**config.mk**
```make
export PLATFORM = sky130hd
export DESIGN_NAME = frame_reframer_crc32_core_flat
export DESIGN_NICKNAME = d
export VERILOG_FILES = /design/src/rtl/frc_pkg.sv /design/src/rtl/frc_if.sv /design/src/rtl/frc_engine.sv /design/src/rtl/frc_serializer.sv /design/src/rtl/frame_reframer_crc32_core.sv /design/src/flat_wrapper.sv
export SDC_FILE = /design/constraint.sdc
export NUM_CORES = 1
export LEC_CHECK = 0
export BUFFER_PORTS_ARGS = -buffer_cell sky130_fd_sc_hd__buf_4
export CORE_ASPECT_RATIO = 0.7
export CORE_MARGIN = 2
export CORE_UTILIZATION = 55
export DETAILED_ROUTE_END_ITERATION = 10
export GPL_ROUTABILITY_DRIVEN = 0
export PLACE_DENSITY_LB_ADDON = 0.08
export REMOVE_ABC_BUFFERS = 1
export SYNTH_ARGS = -nofsm -noshare
export SYNTH_HDL_FRONTEND = slang
export SYNTH_SLANG_ARGS = --single-unit
```
**constraint.sdc**
```tcl
create_clock -name i_clk -period 7.5 [get_ports i_clk]
set_clock_uncertainty 0.2 [all_clocks]
set_input_delay 1.125 -clock i_clk [delete_from_list [all_inputs] [get_ports i_clk]]
set_output_delay 1.125 -clock i_clk [all_outputs]
set_load 0.02 [all_outputs]
```
**src/rtl/frc_pkg.sv**
```systemverilog
`timescale 1ns / 1ps

package frc_pkg;

    // Frame geometry.
    localparam int FRAME_WRAP   = 256;
    localparam int CNT_W        = $clog2(FRAME_WRAP);
    localparam int HEAD_DROP    = 3;
    localparam int TAIL_DROP    = 5;
    localparam int LENGTH_POS   = 5;
    localparam int LENGTH_EXTRA = 11;
    localparam int START_POS    = HEAD_DROP + TAIL_DROP;

    // Byte codes.
    localparam logic [7:0] PREAMBLE_BYTE = 8'hAA;
    localparam logic [7:0] CLOSE_BYTE    = 8'h55;

    // CRC-32 constants, reflected form.
    localparam logic [31:0] CRC_POLY_REFLECTED = 32'hEDB88320;
    localparam logic [31:0] CRC_ALL_ONES       = 32'hFFFFFFFF;

    // Output burst for one input byte.
    localparam int BURST_MAX = 6;
    localparam int BEAT_W    = $clog2(BURST_MAX);
    localparam int BCNT_W    = $clog2(BURST_MAX + 1);

    typedef struct packed {
        logic [BURST_MAX-1:0][7:0] bytes;
        logic [BCNT_W-1:0]         count;
        logic                      frame_end;
    } t_burst;

    // One byte step of the reflected CRC-32.
    function automatic logic [31:0] crc_byte(input logic [31:0] crc, input logic [7:0] b);
        logic [31:0] c;
        c = crc ^ {24'd0, b};
        for (int i = 0; i < 8; i++) begin
            if (c[0]) begin
                c = (c >> 1) ^ CRC_POLY_REFLECTED;
            end else begin
                c = c >> 1;
            end
        end
        return c;
    endfunction

endpackage

```
**src/rtl/frc_if.sv**
```systemverilog
`timescale 1ns / 1ps

// Input byte channel.
interface frc_in_if;
    logic       valid;
    logic       ready;
    logic [7:0] in_byte;

    modport source (output valid, output in_byte, input ready);
    modport sink   (input valid, input in_byte, output ready);
endinterface

// Output byte channel.
interface frc_out_if;
    logic       valid;
    logic       ready;
    logic [7:0] out_byte;
    logic       frame_end;
    logic       last;

    modport source (output valid, output out_byte, output frame_end, output last, input ready);
    modport sink   (input valid, input out_byte, input frame_end, input last, output ready);
endinterface

```
**src/rtl/frc_engine.sv**
```systemverilog
`timescale 1ns / 1ps

module frc_engine import frc_pkg::*; (
    input  logic       i_clk,
    input  logic       i_rst_n,
    input  logic [7:0] i_byte,
    input  logic       i_advance,
    output t_burst     o_burst
);

    logic [CNT_W-1:0]  r_count, n_count;
    logic [7:0]        r_len, n_len;
    logic [TAIL_DROP-1:0][7:0] r_dly, n_dly;
    logic [31:0]       r_crc, n_crc;

    logic [CNT_W:0]    next_pos;
    logic [7:0]        len_eff;
    logic [8:0]        len_need;
    logic              ends;
    logic              has_old;
    logic              is_start;
    logic [7:0]        old_byte;
    logic [31:0]       crc_base;
    logic [31:0]       crc_new;
    logic [31:0]       crc_fin;

    // Frame position and end detection.
    always_comb begin
        next_pos = {1'b0, r_count} + (CNT_W + 1)'(1);
        if (next_pos >= (CNT_W + 1)'(FRAME_WRAP)) begin
            next_pos = '0;
        end
        len_eff  = (r_count == CNT_W'(LENGTH_POS)) ? i_byte : r_len;
        len_need = {1'b0, len_eff} + 9'(LENGTH_EXTRA);
        ends     = (i_byte == CLOSE_BYTE) && (9'(next_pos) >= len_need);
        has_old  = (r_count >= CNT_W'(START_POS));
        is_start = (r_count == CNT_W'(START_POS));
        old_byte = r_dly[TAIL_DROP-1];
    end

    // CRC of the byte leaving the delay line.
    always_comb begin
        crc_base = is_start ? CRC_ALL_ONES : r_crc;
        crc_new  = has_old ? crc_byte(crc_base, old_byte) : r_crc;
        crc_fin  = crc_new ^ CRC_ALL_ONES;
    end

    // Burst of output bytes for this input byte.
    always_comb begin
        o_burst           = '0;
        o_burst.frame_end = ends;
        if (is_start) begin
            o_burst.bytes[0] = PREAMBLE_BYTE;
            o_burst.bytes[1] = PREAMBLE_BYTE;
            o_burst.bytes[2] = PREAMBLE_BYTE;
            o_burst.bytes[3] = old_byte;
            o_burst.count    = BCNT_W'(4);
        end else if (has_old) begin
            o_burst.bytes[0] = old_byte;
            if (ends) begin
                o_burst.bytes[1] = crc_fin[7:0];
                o_burst.bytes[2] = crc_fin[15:8];
                o_burst.bytes[3] = crc_fin[23:16];
                o_burst.bytes[4] = crc_fin[31:24];
                o_burst.bytes[5] = CLOSE_BYTE;
                o_burst.count    = BCNT_W'(BURST_MAX);
            end else begin
                o_burst.count    = BCNT_W'(1);
            end
        end
    end

    // Next state.
    always_comb begin
        n_count = ends ? '0 : next_pos[CNT_W-1:0];
        n_len   = len_eff;
        n_dly   = r_dly;
        if (r_count >= CNT_W'(HEAD_DROP)) begin
            n_dly = {r_dly[TAIL_DROP-2:0], i_byte};
        end
        n_crc = (ends || (next_pos == '0)) ? CRC_ALL_ONES : crc_new;
    end

    always_ff @(posedge i_clk) begin
        if (!i_rst_n) begin
            r_count <= '0;
            r_len   <= '0;
            r_dly   <= '0;
            r_crc   <= CRC_ALL_ONES;
        end else if (i_advance) begin
            r_count <= n_count;
            r_len   <= n_len;
            r_dly   <= n_dly;
            r_crc   <= n_crc;
        end
    end

endmodule

```
**src/rtl/frc_serializer.sv**
```systemverilog
`timescale 1ns / 1ps

module frc_serializer import frc_pkg::*; (
    input  logic         i_clk,
    input  logic         i_rst_n,
    input  logic         i_load,
    input  t_burst       i_burst,
    output logic         o_free,
    frc_out_if.source    o_out
);

    logic              r_busy, n_busy;
    logic [BEAT_W-1:0] r_beat, n_beat;
    t_burst            r_burst;

    logic              is_last;
    logic              take;

    // Current beat of the held burst.
    always_comb begin
        is_last         = (BCNT_W'(r_beat) == (r_burst.count - BCNT_W'(1)));
        take            = r_busy && o_out.ready;
        o_out.valid     = r_busy;
        o_out.out_byte  = r_burst.bytes[r_beat];
        o_out.last      = is_last;
        o_out.frame_end = r_burst.frame_end && is_last;
        o_free          = !r_busy || (take && is_last);
    end

    // Beat counter; a new burst loads when idle or as the last beat leaves.
    always_comb begin
        n_busy = r_busy;
        n_beat = r_beat;
        if (i_load) begin
            n_busy = 1'b1;
            n_beat = '0;
        end else if (take) begin
            if (is_last) begin
                n_busy = 1'b0;
            end else begin
                n_beat = r_beat + BEAT_W'(1);
            end
        end
    end

    always_ff @(posedge i_clk) begin
        if (!i_rst_n) begin
            r_busy <= 1'b0;
            r_beat <= '0;
        end else begin
            r_busy <= n_busy;
            r_beat <= n_beat;
        end
    end

    always_ff @(posedge i_clk) begin
        if (i_load) begin
            r_burst <= i_burst;
        end
    end

endmodule

```
**src/rtl/frame_reframer_crc32_core.sv**
```systemverilog
`timescale 1ns / 1ps

// Frame regenerator with fresh CRC-32. Received bytes enter on i_in and
// regenerated frames leave on o_out. An input byte is registered, then
// processed combinationally into a burst of zero, one, four or six output
// bytes, which the output serializer hands out one per cycle while the output
// is ready. The input can take a new byte every cycle while the output keeps
// pace; the byte that starts a frame occupies the output for its burst of four
// bytes and the closing byte for its burst of six, and the serializer's burst
// length sets the rate during those. There is no clearing pass after reset.
module frame_reframer_crc32_core import frc_pkg::*; (
    input  logic       i_clk,
    input  logic       i_rst_n,
    frc_in_if.sink     i_in,
    frc_out_if.source  o_out
);

    logic       r_in_valid;
    logic [7:0] r_in_byte;

    t_burst     burst;
    logic       ser_free;
    logic       advance;
    logic       load;

    // Stage hand-off: bytes without output never wait for the serializer.
    always_comb begin
        advance    = r_in_valid && ((burst.count == '0) || ser_free);
        load       = advance && (burst.count != '0);
        i_in.ready = !r_in_valid || advance;
    end

    // Input register.
    always_ff @(posedge i_clk) begin
        if (!i_rst_n) begin
            r_in_valid <= 1'b0;
        end else if (i_in.ready) begin
            r_in_valid <= i_in.valid;
        end
    end

    always_ff @(posedge i_clk) begin
        if (i_in.ready && i_in.valid) begin
            r_in_byte <= i_in.in_byte;
        end
    end

    frc_engine u_engine (
        .i_clk     (i_clk),
        .i_rst_n   (i_rst_n),
        .i_byte    (r_in_byte),
        .i_advance (advance),
        .o_burst   (burst)
    );

    frc_serializer u_serializer (
        .i_clk   (i_clk),
        .i_rst_n (i_rst_n),
        .i_load  (load),
        .i_burst (burst),
        .o_free  (ser_free),
        .o_out   (o_out)
    );

endmodule

```
**src/flat_wrapper.sv**
```systemverilog
// flat-port wrapper written by rule: the top's interface ports become plain ports
module frame_reframer_crc32_core_flat import frc_pkg::*;
  (i_clk, i_rst_n, i_in_valid, i_in_in_byte, i_in_ready, o_out_valid, o_out_out_byte, o_out_frame_end, o_out_last, o_out_ready);
  frc_in_if i_in_i ();
  frc_out_if o_out_i ();
  input  logic i_clk;
  input  logic i_rst_n;
  input wire logic [$bits(i_in_i.valid)-1:0] i_in_valid;
  input wire logic [$bits(i_in_i.in_byte)-1:0] i_in_in_byte;
  output wire logic [$bits(i_in_i.ready)-1:0] i_in_ready;
  output wire logic [$bits(o_out_i.valid)-1:0] o_out_valid;
  output wire logic [$bits(o_out_i.out_byte)-1:0] o_out_out_byte;
  output wire logic [$bits(o_out_i.frame_end)-1:0] o_out_frame_end;
  output wire logic [$bits(o_out_i.last)-1:0] o_out_last;
  input wire logic [$bits(o_out_i.ready)-1:0] o_out_ready;
  assign i_in_i.valid = i_in_valid;
  assign i_in_i.in_byte = i_in_in_byte;
  assign i_in_ready = i_in_i.ready;
  assign o_out_valid = o_out_i.valid;
  assign o_out_out_byte = o_out_i.out_byte;
  assign o_out_frame_end = o_out_i.frame_end;
  assign o_out_last = o_out_i.last;
  assign o_out_i.ready = o_out_ready;
  frame_reframer_crc32_core u_core (.i_clk(i_clk), .i_rst_n(i_rst_n), .i_in(i_in_i), .o_out(o_out_i));
endmodule
```
==> results.txt <==
status - finished, final reports clean
YS warnings - 0
cell row count - 36
hpwl dp - 13190 um
# IOs - 24
Worst setup EP type - register
CTS root buf - clkbuf_16
DR WL/cell - 18.47 um
slowest CP cell - nor3_4
Hold Vio Cnt, Final - 0
Initial Utilization - 0.5666
r2r startpoint - u_core.u_engine.r_count[7]
Top FF cell, synth - dfxtp_1
antenna-violating nets left - 0
Worst Path Required - 7490 ps
H-Tree Depth - 4
Slew Viols, Final - 0
initial antenna violation count - 0
vias per inst - 5.811
Crit Path Class - register to register
hold_ws - 252.8 ps
CP dominant cell by count - o211ai_1
via count - 6026
CTS clk-pin slew, worst paths - 60 ps
Maximum Capacitance Violations - 0
fmax - 166.5 MHz
largest net degree at the start of global routing - 64
height of the die - 104.5 um
mapped cell area - 7938 um2
final worst-path cycle share - 0.8007
hold_buf cts - 0
clock latency on the worst-skew pair - 430 ps
Leak - 3.085 nW
TNS Setup - 0 ps
Tot GR Track Use - 0.2587
worst path cell trace - or4_4, nor3_4, mux2i_1, o211a_1, xor2_1, o21ai_0, ha_1, a21oi_1, o211ai_1, o211ai_1, clkinv_1, nand3_1, buf_4, inv_1, a22o_1
crit path max fanout - 26
Die Area - 15420 um2
CTS Buffer Depth - 2
Setup Viol. Count Final - 0
RSZ-0062 raised after global routing - no
Worst slew margin - 0.2039
Power per Cell Area - 194.7 nW/um2
Post-CTS Setup Repair Bufs - 0
Seq cells post-synth - 146
CORE AREA - 14010 um2
Yosys cell types - 68
synthesis-to-layout area growth - 9.868%
Hold Startpoint - u_core.u_engine.r_dly[23]
Mapped Cells - 846
number of global-route vias before repair - 5787
DR DRC count - 0
crit start category - register
crit path launch - u_core.u_engine.r_count[7]
Buffers on Ports - 23
fin crit period - 6005 ps
CTS resizes - 0
Worst path max stage delay - 840 ps
first-pass GRT wire length - 30740 um
sequential element share of the synthesized area - 0.4351
chip width - 147.6 um
Post-synth EDFFs - 53
Sink Count - 146
Peak VDD IR - 0.1717 mV
Worst-Margin Slew - 1186 ps
DR iter-0 viols - 511
routed wire length - 19150 um
Num CTS Buffers - 17
final global-route overflow total - 0
FFs w/ async S/R, synth - 0
Arrival @ worst endpoint - 5990 ps
fillcell total - 1163
fin nets - 860
drt pass-1 iters - 5
layout cells sized above 1 - 0.09799
worst hold path type - register to register
TritonCTS clock tree - yes
n_diodes - 0
Syn Area/Cell - 9.383 um2
## worst max-delay path: cells and delay by family, from the launching register on
kind                       cells  cell delay (ps)
buffers and inverters          3              830
and+or+nand+nor                3             1720
muxes                          1              640
AOI/OAI and AO/OA              6             1460
xor gates and xnor gates       1              140
adders and majority gates      1              350
DFF                            1              400
## routing by layer
metal  part of all wire  track usage  up-vias
li1                   -            -     2889
met1               0.48       0.3764     2892
met2               0.43       0.3761      215
met3              0.073      0.06535       30
met4              0.016      0.08448        0
met5                  0            0        -
## path summary, 6_finish.rpt
check	endpoint	slack, ps	cells past startpoint
worst max-delay path	u_core.u_serializer.r_burst[34]	1500	15
worst min-delay path	u_core.u_engine.r_dly[23]	250	2
worst min register to register	u_core.u_engine.r_dly[23]	250	2
worst max register to register	u_core.u_serializer.r_burst[34]	1500	15
## report_power, final
group          internal [mW]  switching (mW)  total [mW]
clock network          0.484           0.338       0.822
registers              0.821         0.00927       0.830
logic                 0.0165          0.0284      0.0449
total                   1.32           0.376        1.70
## through the flow
stage | utilization | worst slack, ps | power, mW | std cells | instance area (um2)
6_report | 0.6225 | 1495 | 1.698 | 1037 | 8721
3_3_place_gp | 0.5812 | 1924 | 0.8897 | 1005 | 8142
5_1_grt | 0.6225 | 1085 | 1.746 | 1037 | 8721
3_5_place_dp | 0.5812 | 1554 | 0.8911 | 1005 | 8142
2_1_floorplan | - | 2435 | 0.8717 | 785 | 7675
4_1_cts | 0.6225 | 1544 | 1.705 | 1037 | 8721
## state kept, by name (all words and copies together) (netlist names)
signal,flops
u_core.u_engine.r_len,8
u_core.r_in_byte,8
u_core.u_engine.r_dly,32
u_core.u_engine.old_byte,8
u_core.u_serializer.r_burst,45
u_core.u_engine.r_count,8
u_core.u_engine.r_crc,32
u_core.r_in_valid,1
u_core.u_serializer.r_beat,3
u_core.u_serializer.o_out.valid,1
## cell usage after synthesis (2+ instances only)
| master | number | area, um2 |
|---|---|---|
| o31ai_1 | 4 | 30.03 |
| xor2_1 | 42 | 367.9 |
| xnor2_1 | 85 | 744.5 |
| o22ai_1 | 9 | 56.30 |
| nor2_1 | 54 | 202.7 |
| o21bai_1 | 2 | 15.01 |
| dfxtp_1 | 93 | 1862 |
| o21ai_0 | 23 | 115.1 |
| mux4_2 | 4 | 90.09 |
| and3_1 | 6 | 37.54 |
| xnor3_1 | 8 | 180.2 |
| nand4_1 | 4 | 25.02 |
| nand2b_1 | 6 | 37.54 |
| a31oi_1 | 6 | 37.54 |
| nand3b_1 | 3 | 22.52 |
| a21oi_1 | 67 | 335.3 |
| inv_1 | 17 | 63.81 |
| edfxtp_1 | 53 | 1592 |
| and2_1 | 9 | 56.30 |
| nand2_1 | 141 | 529.3 |
| ha_1 | 14 | 175.2 |
| a31o_2 | 4 | 35.03 |
| a2bb2oi_1 | 13 | 113.9 |
| clkbuf_1 | 36 | 135.1 |
| buf_1 | 5 | 18.77 |
| nor3_1 | 7 | 35.03 |
| nor4_1 | 3 | 18.77 |
| a21o_1 | 3 | 22.52 |
| nor2b_1 | 3 | 18.77 |
| mux2i_1 | 19 | 190.2 |
| or3_1 | 5 | 31.28 |
| buf_2 | 18 | 90.09 |
| a211oi_1 | 2 | 15.01 |
| nand3_1 | 20 | 100.1 |
| o211ai_1 | 8 | 60.06 |
| xnor2_2 | 2 | 32.53 |
| o22a_1 | 13 | 113.9 |
| a22oi_1 | 2 | 15.01 |
| a22o_1 | 4 | 35.03 |
## area by class of cell
cell class / count / area (um2) / share of cell area
clock buffers: 23 / 511.7 / 0.05868
clock inverters: 9 / 67.56 / 0.007747
inverters: 19 / 71.32 / 0.008178
multi-input cells: 620 / 4154 / 0.4763
flip-flops and latches: 146 / 3453 / 0.3960
well taps: 190 / 237.7 / 0.02726
repair buffers: 30 / 225.2 / 0.02582
## placed cells by master (no fill, tap or decap), drive strengths merged, types with 5 or more instances in the layout
cell / Yosys / layout
dfxtp: 93 / 93
o22a: 13 / 13
o31ai: 5 / 5
a21oi: 67 / 67
o22ai: 9 / 9
o21ai: 24 / 24
nor3: 9 / 9
xor2: 43 / 43
nand2: 142 / 142
nor2: 55 / 55
or3: 5 / 5
inv: 18 / 22
a2bb2oi: 14 / 14
xnor3: 8 / 8
and3: 6 / 6
nand3: 20 / 20
ha: 14 / 14
xnor2: 87 / 87
and2: 9 / 9
mux2i: 19 / 19
a31oi: 7 / 7
clkbuf: 36 / 23
nand2b: 6 / 6
o211ai: 8 / 8
edfxtp: 53 / 53
buf: 25 / 30
## kinds of logic (layout without fill, tap and decap cells)
logic type / Yosys count / count (layout) / synth area share
AOI/OAI and AO/OA: 171 / 171 / 0.1417
xor gates and xnor gates: 138 / 138 / 0.1690
adders and majority gates: 14 / 14 / 0.02207
buffers and inverters: 80 / 81 / 0.04209
DFF: 146 / 146 / 0.4351
muxes: 23 / 23 / 0.03531
other: 1 / 1 / 0.0004724
and+or+nand+nor: 273 / 273 / 0.1543
Note: power is estimated with default switching activity, not from simulation.
